File: src/sv/psa_pkg.sv
// Shared types and constants for the power sample scaler with autoranging.
// Used by the serial multiplier and by the top level; no dependencies.
package psa_pkg;

  localparam int MUL_A_W   = 40;               // multiplicand width
  localparam int MUL_B_W   = 16;               // multiplier width, one bit per cycle
  localparam int MUL_P_W   = MUL_A_W + MUL_B_W;
  localparam int MUL_CNT_W = $clog2(MUL_B_W);

  localparam int CFG_IDX_W  = 3;
  localparam int CFG_DATA_W = 32;

  localparam logic [1:0] RANGE_40MV  = 2'd0;
  localparam logic [1:0] RANGE_80MV  = 2'd1;
  localparam logic [1:0] RANGE_160MV = 2'd2;
  localparam logic [1:0] RANGE_320MV = 2'd3;

  typedef enum logic [CFG_IDX_W-1:0] {
    REG_UP_WIDEST       = 3'd0,
    REG_UP_WIDE         = 3'd1,
    REG_UP_NARROW       = 3'd2,
    REG_DOWN_WIDE       = 3'd3,
    REG_DOWN_NARROW     = 3'd4,
    REG_DOWN_NARROWEST  = 3'd5,
    REG_CURRENT_SCALE   = 3'd6,
    REG_CURRENT_OFFSET  = 3'd7
  } cfg_reg_t;

  typedef enum logic [2:0] {
    ST_IDLE,
    ST_MUL_CURRENT,
    ST_OFFSET,
    ST_MUL_POWER,
    ST_FINISH
  } psa_state_t;

  typedef struct packed {
    logic start;
    logic b_signed;
  } mul_ctl_t;

endpackage

File: src/sv/psa_serial_mul.sv
// Bit-serial shift-add multiplier: one multiplier bit per cycle, LSB first.
// Multiplier may be two's complement (top bit weighs negative). Uses psa_pkg.
module psa_serial_mul
  import psa_pkg::*;
(
  input  logic               clk,
  input  logic               rst_n,
  input  mul_ctl_t           ctl,
  input  logic [MUL_A_W-1:0] a,
  input  logic [MUL_B_W-1:0] b,
  output logic [MUL_P_W-1:0] prod,
  output logic               done
);

  localparam int ACC_W = MUL_A_W + 2;

  logic signed [ACC_W-1:0] acc_r, acc_nxt;
  logic [MUL_B_W-1:0]      lo_r, lo_nxt;
  logic [MUL_CNT_W-1:0]    cnt_r, cnt_nxt;
  logic                    busy_r, busy_nxt;
  logic                    done_r, done_nxt;
  logic                    signed_r, signed_nxt;
  logic [MUL_A_W-1:0]      a_r, a_nxt;

  logic signed [ACC_W-1:0] addend;
  logic signed [ACC_W-1:0] sum;
  logic                    last;

  assign last = (cnt_r == MUL_CNT_W'(MUL_B_W - 1));

  always_comb begin
    addend = '0;
    if (lo_r[0]) begin
      if (last && signed_r) begin
        addend = -$signed({2'b00, a_r});
      end else begin
        addend = $signed({2'b00, a_r});
      end
    end
    sum = acc_r + addend;
  end

  always_comb begin
    acc_nxt    = acc_r;
    lo_nxt     = lo_r;
    cnt_nxt    = cnt_r;
    busy_nxt   = busy_r;
    done_nxt   = 1'b0;
    signed_nxt = signed_r;
    a_nxt      = a_r;
    if (ctl.start) begin
      acc_nxt    = '0;
      lo_nxt     = b;
      cnt_nxt    = '0;
      busy_nxt   = 1'b1;
      signed_nxt = ctl.b_signed;
      a_nxt      = a;
    end else if (busy_r) begin
      // product low bits shift in as multiplier bits shift out
      acc_nxt = sum >>> 1;
      lo_nxt  = {sum[0], lo_r[MUL_B_W-1:1]};
      cnt_nxt = cnt_r + MUL_CNT_W'(1);
      if (last) begin
        busy_nxt = 1'b0;
        done_nxt = 1'b1;
      end
    end
  end

  always_ff @(posedge clk) begin
    if (!rst_n) begin
      busy_r <= 1'b0;
      done_r <= 1'b0;
      cnt_r  <= '0;
    end else begin
      busy_r <= busy_nxt;
      done_r <= done_nxt;
      cnt_r  <= cnt_nxt;
    end
  end

  always_ff @(posedge clk) begin
    acc_r    <= acc_nxt;
    lo_r     <= lo_nxt;
    signed_r <= signed_nxt;
    a_r      <= a_nxt;
  end

  assign prod = {acc_r[MUL_A_W-1:0], lo_r};
  assign done = done_r;

endmodule

File: src/sv/power_sample_scaler_autorange.sv
// Top level of the power sample scaler with shunt gain autoranging.
// Depends on psa_pkg and psa_serial_mul.
//
// Usage:
//   Input channel in_* carries one raw sample (bus word, shunt code, current
//   code); a transfer happens when in_valid is high and in_stall is low.
//   Output channel out_* carries one result per sample, held in an output
//   register until the receiver takes it (out_valid high, out_stall low).
//   cfg_write_en writes cfg_data into register cfg_index; write only while
//   no sample is in flight.
//   Steps: one serial multiplier, one bit per cycle, computes the current,
//   then an offset step subtracts the offset and starts the power multiply,
//   then a commit step writes the output register.
//   A new sample is taken only after the last one is committed; control
//   passes through idle between samples, and the next sample is taken while
//   a finished result still waits at the output.
//   If the receiver stalls, the block finishes the next sample and holds it
//   in the commit step until the output register frees up.
//   Reset: range goes to 320 mV, registers to their defaults, no result.
module power_sample_scaler_autorange
  import psa_pkg::*;
#(
  parameter int BUS_MV_PER_LSB = 4
) (
  input  logic                  clk,
  input  logic                  rst_n,

  input  logic                  cfg_write_en,
  input  logic [CFG_IDX_W-1:0]  cfg_index,
  input  logic [CFG_DATA_W-1:0] cfg_data,

  input  logic                  in_valid,
  output logic                  in_stall,
  input  logic [15:0]           in_bus_word,
  input  logic signed [15:0]    in_shunt_code,
  input  logic signed [15:0]    in_current_code,

  output logic                  out_valid,
  input  logic                  out_stall,
  output logic [15:0]           out_bus_millivolts,
  output logic signed [15:0]    out_shunt_value,
  output logic [39:0]           out_current_ma_q16,
  output logic [38:0]           out_power_microwatts,
  output logic                  out_overflow_flag,
  output logic [1:0]            out_gain_range,
  output logic                  out_range_changed
);

  // configuration
  logic [15:0]        up_widest_r, up_wide_r, up_narrow_r;
  logic [15:0]        down_wide_r, down_narrow_r, down_narrowest_r;
  logic [23:0]        scale_r;
  logic signed [31:0] offset_r;

  always_ff @(posedge clk) begin
    if (!rst_n) begin
      up_widest_r      <= 16'd15000;
      up_wide_r        <= 16'd7500;
      up_narrow_r      <= 16'd3500;
      down_wide_r      <= 16'd14000;
      down_narrow_r    <= 16'd7000;
      down_narrowest_r <= 16'd3000;
      scale_r          <= 24'd65536;
      offset_r         <= '0;
    end else if (cfg_write_en) begin
      case (cfg_index)
        REG_UP_WIDEST:      up_widest_r      <= cfg_data[15:0];
        REG_UP_WIDE:        up_wide_r        <= cfg_data[15:0];
        REG_UP_NARROW:      up_narrow_r      <= cfg_data[15:0];
        REG_DOWN_WIDE:      down_wide_r      <= cfg_data[15:0];
        REG_DOWN_NARROW:    down_narrow_r    <= cfg_data[15:0];
        REG_DOWN_NARROWEST: down_narrowest_r <= cfg_data[15:0];
        REG_CURRENT_SCALE:  scale_r          <= cfg_data[23:0];
        REG_CURRENT_OFFSET: offset_r         <= $signed(cfg_data);
        default: ;
      endcase
    end
  end

  // control
  psa_state_t state_r, state_nxt;
  mul_ctl_t   mul_ctl;
  logic       mul_done;
  logic [MUL_P_W-1:0] mul_prod;
  logic [MUL_A_W-1:0] mul_a;
  logic [MUL_B_W-1:0] mul_b;
  logic       in_xfer, commit;
  logic       out_valid_r, out_valid_nxt;

  // sample registers
  logic [15:0]        bus_mv_r, bus_mv_nxt;
  logic signed [15:0] shunt_r;
  logic               ovf_r;
  logic [39:0]        cur_q16_r;
  logic [1:0]         range_r, range_nxt;

  // output registers
  logic [15:0]        o_bus_mv_r;
  logic signed [15:0] o_shunt_r;
  logic [39:0]        o_cur_r;
  logic [38:0]        o_pw_r;
  logic               o_ovf_r, o_changed_r;
  logic [1:0]         o_range_r;

  logic signed [40:0] cq;
  logic [39:0]        cur_q16_c;
  logic [39:0]        pw_full;
  logic [38:0]        pw_sat;
  logic signed [16:0] shunt_ext;
  logic [16:0]        mag;

  assign in_xfer = in_valid && !in_stall;
  assign commit  = (state_r == ST_FINISH) && (!out_valid_r || !out_stall);

  always_comb begin
    state_nxt = state_r;
    case (state_r)
      ST_IDLE:        if (in_valid) state_nxt = ST_MUL_CURRENT;
      ST_MUL_CURRENT: if (mul_done) state_nxt = ST_OFFSET;
      ST_OFFSET:      state_nxt = ST_MUL_POWER;
      ST_MUL_POWER:   if (mul_done) state_nxt = ST_FINISH;
      ST_FINISH:      if (commit)   state_nxt = ST_IDLE;
      default:        state_nxt = ST_IDLE;
    endcase
  end

  always_comb begin
    in_stall         = 1'b1;
    mul_ctl.start    = 1'b0;
    mul_ctl.b_signed = 1'b0;
    mul_a            = {16'd0, scale_r};
    mul_b            = in_current_code;
    case (state_r)
      ST_IDLE: begin
        in_stall         = 1'b0;
        mul_ctl.start    = in_valid;
        mul_ctl.b_signed = 1'b1;
      end
      ST_OFFSET: begin
        mul_ctl.start = 1'b1;
        mul_a         = cur_q16_c;
        mul_b         = bus_mv_r;
      end
      default: ;
    endcase
  end

  psa_serial_mul u_mul (
    .clk   (clk),
    .rst_n (rst_n),
    .ctl   (mul_ctl),
    .a     (mul_a),
    .b     (mul_b),
    .prod  (mul_prod),
    .done  (mul_done)
  );

  assign bus_mv_nxt = {3'd0, in_bus_word[15:3]} * 16'(BUS_MV_PER_LSB);

  // current product fits 40 bits signed; subtract offset, clamp at zero
  assign cq        = $signed({mul_prod[39], mul_prod[39:0]})
                   - $signed({{9{offset_r[31]}}, offset_r});
  assign cur_q16_c = cq[40] ? 40'd0 : cq[39:0];

  assign pw_full = mul_prod[MUL_P_W-1:16];
  assign pw_sat  = pw_full[39] ? {39{1'b1}} : pw_full[38:0];

  assign shunt_ext = {shunt_r[15], shunt_r};
  assign mag       = shunt_ext[16] ? 17'(-shunt_ext) : 17'(shunt_ext);

  always_comb begin
    range_nxt = range_r;
    if (ovf_r || mag > {1'b0, up_widest_r}) begin
      range_nxt = RANGE_320MV;
    end else if (mag > {1'b0, up_wide_r} && range_r < RANGE_160MV) begin
      range_nxt = RANGE_160MV;
    end else if (mag > {1'b0, up_narrow_r} && range_r < RANGE_80MV) begin
      range_nxt = RANGE_80MV;
    end
    // down rules win over any up result
    if (!ovf_r) begin
      if (range_r == RANGE_320MV && mag < {1'b0, down_wide_r}) begin
        range_nxt = RANGE_160MV;
      end else if (range_r == RANGE_160MV && mag < {1'b0, down_narrow_r}) begin
        range_nxt = RANGE_80MV;
      end else if (range_r == RANGE_80MV && mag < {1'b0, down_narrowest_r}) begin
        range_nxt = RANGE_40MV;
      end
    end
  end

  assign out_valid_nxt = commit || (out_valid_r && out_stall);

  always_ff @(posedge clk) begin
    if (!rst_n) begin
      state_r     <= ST_IDLE;
      out_valid_r <= 1'b0;
      range_r     <= RANGE_320MV;
    end else begin
      state_r     <= state_nxt;
      out_valid_r <= out_valid_nxt;
      if (commit) range_r <= range_nxt;
    end
  end

  always_ff @(posedge clk) begin
    if (in_xfer) begin
      bus_mv_r <= bus_mv_nxt;
      shunt_r  <= in_shunt_code;
      ovf_r    <= in_bus_word[0];
    end
    if (state_r == ST_OFFSET) cur_q16_r <= cur_q16_c;
    if (commit) begin
      o_bus_mv_r  <= bus_mv_r;
      o_shunt_r   <= shunt_r;
      o_cur_r     <= cur_q16_r;
      o_pw_r      <= pw_sat;
      o_ovf_r     <= ovf_r;
      o_range_r   <= range_nxt;
      o_changed_r <= (range_nxt != range_r);
    end
  end

  assign out_valid            = out_valid_r;
  assign out_bus_millivolts   = o_bus_mv_r;
  assign out_shunt_value      = o_shunt_r;
  assign out_current_ma_q16   = o_cur_r;
  assign out_power_microwatts = o_pw_r;
  assign out_overflow_flag    = o_ovf_r;
  assign out_gain_range       = o_range_r;
  assign out_range_changed    = o_changed_r;

  // held range matches the last delivered range
  a_range_track: assert property (@(posedge clk) disable iff (!rst_n)
    out_valid_r |-> (range_r == o_range_r))
    else $error("range state diverged from output");

  // overflow always leaves the widest range
  a_ovf_widest: assert property (@(posedge clk) disable iff (!rst_n)
    (out_valid_r && o_ovf_r) |-> (o_range_r == RANGE_320MV))
    else $error("overflow without widest range");

  // clamped current gives zero power
  a_zero_power: assert property (@(posedge clk) disable iff (!rst_n)
    (out_valid_r && o_cur_r == '0) |-> (o_pw_r == '0))
    else $error("power nonzero with zero current");

  // a committed result is held as valid in the output register
  a_commit_slot: assert property (@(posedge clk) disable iff (!rst_n)
    commit |=> out_valid_r)
    else $error("commit lost");

endmodule

File: config.mk
export PLATFORM = sky130hd
export DESIGN_NAME = power_sample_scaler_autorange
export DESIGN_NICKNAME = d
export VERILOG_FILES = /design/src/sv/psa_pkg.sv /design/src/sv/psa_serial_mul.sv /design/src/sv/power_sample_scaler_autorange.sv
export SDC_FILE = /design/constraint.sdc
export NUM_CORES = 1
export LEC_CHECK = 0
export CAP_MARGIN = 20
export CORE_MARGIN = 2
export CORE_UTILIZATION = 30
export DETAILED_ROUTE_END_ITERATION = 16
export DONT_BUFFER_PORTS = 1
export GPL_TIMING_DRIVEN = 0
export PLACE_DENSITY = 0.43
export SLEW_MARGIN = 20
export SYNTH_ARGS = -nofsm -noshare
export SYNTH_HDL_FRONTEND = slang
export SYNTH_SLANG_ARGS = --single-unit
File: constraint.sdc
create_clock -name clk -period 5.32 [get_ports clk]
set_input_delay 0.266 -clock clk [delete_from_list [all_inputs] [get_ports clk]]
set_output_delay 0.266 -clock clk [all_outputs]
set_load 0.01 [all_outputs]
==> qor.yml <==
grt:
  grt_max_degree: 72
  grt_pass1_wl_um: 117000
  overflow: 0
  antenna_found_initial: 1
  grt_pass1_vias: 18600
  grtUsageTotal_pct: 18.8
pwr:
  power.share.switching_pct: 31.8
  combinationalPowerShare_pct: 23.6
  intPower_mw: 6.93
  p_per_area_nw_per_um2: 364
  total_leakage_power_nw: 10.7
  vdd_drop_max_mv: 0.258
  switchingPower_mw: 3.24
  seq_power_share_pct: 39.0
  p_total_mw: 10.2
  p_clk_share_pct: 37.4
timing:
  max_freq_mhz: 196
  fin_crit_sh_pct: 96.0
  setup_tns_ns: 0
  setup_viol: 0
  rsz0062_at_grt: "no"
  worstMarginPinSlew_ns: 1.06
  min_period_ns: 5.11
  clock_skew_ns: 0.0277
  maxSlewViolCount: 0
  relSlewSlack_pct: 29.0
  hold_viol: 0
synthesis:
  synth_edf_count: 239
  ys_seq_area_share_pct: 47.2
  syn_area_um2: 23900
  async_flop_share_pct: 0
  ys_seq_elements: 444
  avgSynthCellArea_um2: 9.53
  syn_inst: 2508
  ys_types: 82
  ys.flop_type: "edfxtp_1"
  ys_warn_count: 0
min_path:
  hold_class: "primary input to register"
  whs_path_depth: 3
route:
  top_layer: "met4"
  drt_pass1_iterations: 5
  routed_via_density: 4.99
  wl_met1_um: 32700
  drtAntennaViolNets: 0
  detail_route.drc_violations: 0
  wl_met2_um: 40700
  avgRoutedWirePerCell_um: 21.0
  drt_iter0_drc: 1116
  wirelength_um: 78500
  wl_met3_um: 2740
  num_vias: 18600
clock_tree:
  clkSlewWorstSetupHoldPaths_ns: 0.07
  cts_root_buffer: "clkbuf_16"
  cts.sinks: 444
  cts_tree: "yes"
  cts-buffers-inserted: 54
  postCtsSetupBuffers: 0
  clock_path_buffers: 3
  clk_latency_ns: 0.63
  htreeDepth: 2
floorplanning:
  start_util_pct: 30.3
  die_x_um: 286
  rows: 103
  num_io_pins: 205
  die-height_um: 286
  die-area_um2: 81900
  coreArea_um2: 78900
placed_design:
  hpwl_um: 59200
  port-buffer-count: 0
  placed_cells: 3568
  globalplace.congestion: 0.896
setup_path:
  crit_chain: "inv_1 -> ha_1 -> inv_1 -> fa_1 -> a211oi_1 -> o211ai_1 -> nand4_1 -> a311oi_2 -> o31ai_2 -> o31ai_4 -> mux2i_4 -> buf_2 -> o31ai_1"
  end_kind: "register"
  required_ns: 5.65
  slowest_delay_ns: 0.58
  r2r_cells: 13
  rrSetupSlack_ns: 0.21
  cp.arrival_ns: 5.44
  crit_top_cell: "inv_1"
  critPathKind: "register to register"
  worst_path_max_delay_cell: "o31ai_2"
  start_kind: "register"
  critPathMaxFanout: 13
finish:
  nets: 2904
  n_fill_cell: 8120
  final_cells: 3733
  drive_above_1_share_pct: 7.72
  area_delta_synth_final_pct: 16.9
  post-route-util_pct: 35.4
status:
  status: "finished, final reports clean"
job:
  max-cap-violations: 0
cell type report:
cell class / instances / area [um^2] / share of cell area, %
well taps: 1050 / 1310 / 4.70
clock inverters: 22 / 288 / 1.03
diodes: 1 / 2.50 / 0.00896
flip-flops and latches: 444 / 11300 / 40.4
multi-input cells: 1782 / 11600 / 41.7
plain buffers: 118 / 487 / 1.74
clock buffers: 79 / 1540 / 5.50
repair buffers: 72 / 759 / 2.72
inverters: 165 / 624 / 2.24
state kept, by name, indices dropped and copies added (netlist names), 16 cells and up:
name and flops:
down_narrowest_r 16, u_mul.lo_r 16, u_mul.a_r 40, out_power_microwatts 39
offset_r 32, up_narrow_r 16, out_shunt_value 16, up_wide_r 16
down_wide_r 16, up_widest_r 16, down_narrow_r 16, shunt_r 16
cur_q16_r 40, out_current_ma_q16 40, scale_r 24, u_mul.acc_r 41
cell usage in the layout (no fill, tap or decap), types with 19 or more instances in the layout:
cell type	Yosys	routed
o31ai_1	36	36
clkbuf_1	92	105
nand4_1	19	19
edfxtp_1	239	239
o21ai_0	91	90
clkbuf_16	0	55
xor2_1	46	46
a21boi_0	116	116
mux2i_1	26	26
a21o_1	54	54
ha_1	177	177
nor2_1	184	183
dlygate4sd3_1	0	64
nor3_1	24	23
o211ai_1	54	54
nand3_1	29	29
dfxtp_1	205	205
a31oi_1	31	31
nand2_1	414	414
inv_1	165	164
xnor2_1	68	56
a21oi_1	133	133
or2_2	45	45
metal layers:
metal | vias up | track usage [%]
li1 | 9146 | -
met1 | 8966 | 22.6
met2 | 399 | 35.0
met3 | 116 | 2.19
met4 | 0 | 5.88
met5 | - | 0
worst paths after layout:
check	from	end
max	u_mul.lo_r[0]$_DFFE_PP_	u_mul.a_r[22]$_DFFE_PP_
min	cfg_data[15]	offset_r[15]$_SDFFE_PN0P_
max reg2reg	u_mul.lo_r[0]$_DFFE_PP_	u_mul.a_r[22]$_DFFE_PP_
min reg2reg	cur_q16_r[16]$_DFFE_PP_	out_current_ma_q16[16]$_DFFE_PP_
Yosys cell counts (4+ instances only):
cell type	number	area, um^2
mux2i_1	26	260
mux2_2	4	45.0
a31o_2	8	70.1
nand4_1	19	119
buf_1	4	15.0
xnor2_1	68	596
a21o_1	54	405
o21ai_0	91	455
a211oi_1	12	90.1
nand2_1	414	1550
nand2b_1	17	106
and2_1	13	81.3
o31ai_1	36	270
nor4_1	10	62.6
o211ai_1	54	405
a221oi_1	4	35.0
ha_1	177	2210
clkbuf_1	92	345
nor3_1	24	120
buf_2	4	20.0
and3_1	17	106
or2_2	45	282
nor2_1	184	691
o21bai_1	14	105
or3_1	18	113
a41oi_1	4	35.0
o41ai_1	5	43.8
o22ai_1	4	25.0
clkbuf_2	16	80.1
a31oi_1	31	194
o2111ai_1	4	35.0
nand3_1	29	145
a21oi_1	133	666
xor2_1	46	403
dfxtp_1	205	4100
a21boi_0	116	871
inv_1	165	619
edfxtp_1	239	7180
nor2b_1	18	113
o21a_1	18	135
through the flow:
step,setup slack (ns),hold slack [ns],cell area (um^2)
2_1_floorplan,0.868,0.365,23900
3_3_place_gp,-0.689,0.365,25200
3_5_place_dp,-0.232,0.365,25400
4_1_cts,0.00301,0.0177,27900
5_1_grt,0.0257,0.0750,27900
6_report,0.215,0.0597,27900
logic make-up after synthesis:
| kind of cell | Yosys count | synth area share (%) |
|---|---|---|
| AOI/OAI and AO/OA | 626 | 17.7 |
| xor gates and xnor gates | 114 | 4.18 |
| other | 1 | 0.0157 |
| buffers and inverters | 284 | 4.61 |
| and+or+nand+nor | 828 | 15.4 |
| adders and majority gates | 179 | 9.44 |
| muxes | 32 | 1.43 |
| DFF | 444 | 47.2 |
worst max-delay path, delay by kind of cell, from the launching register on:
kind	cells	cell delay [ns]
AO/OA/AOI/OAI	6	1.73
multiplexers	1	0.54
flip-flops	1	0.48
adder cells (fa/ha/maj)	2	0.77
buffers and inverters	3	0.97
AND/OR/NAND/NOR	1	0.31
power by group through the flow:
stage               registers, mW  clock network (mW)  logic (mW)
CTS                          3.97                3.93        2.42
detailed placement           4.05                   0        2.36
finish                       3.97                3.81        2.40
floorplan                    3.96                   0        1.61
global route                 3.98                4.06        2.65
global placement             4.05                   0        2.32
timing repair:
item / in CTS / in global routing
endpoints found under the setup margin: 17 / 14
resized for setup: 0 / 9
cloned: 0 / 0
hold buffers: 64 / 0
endpoints found under the hold margin: 72 / 0
pin swaps: 0 / 0
No activity file was read; power rests on OpenSTA's default activity.
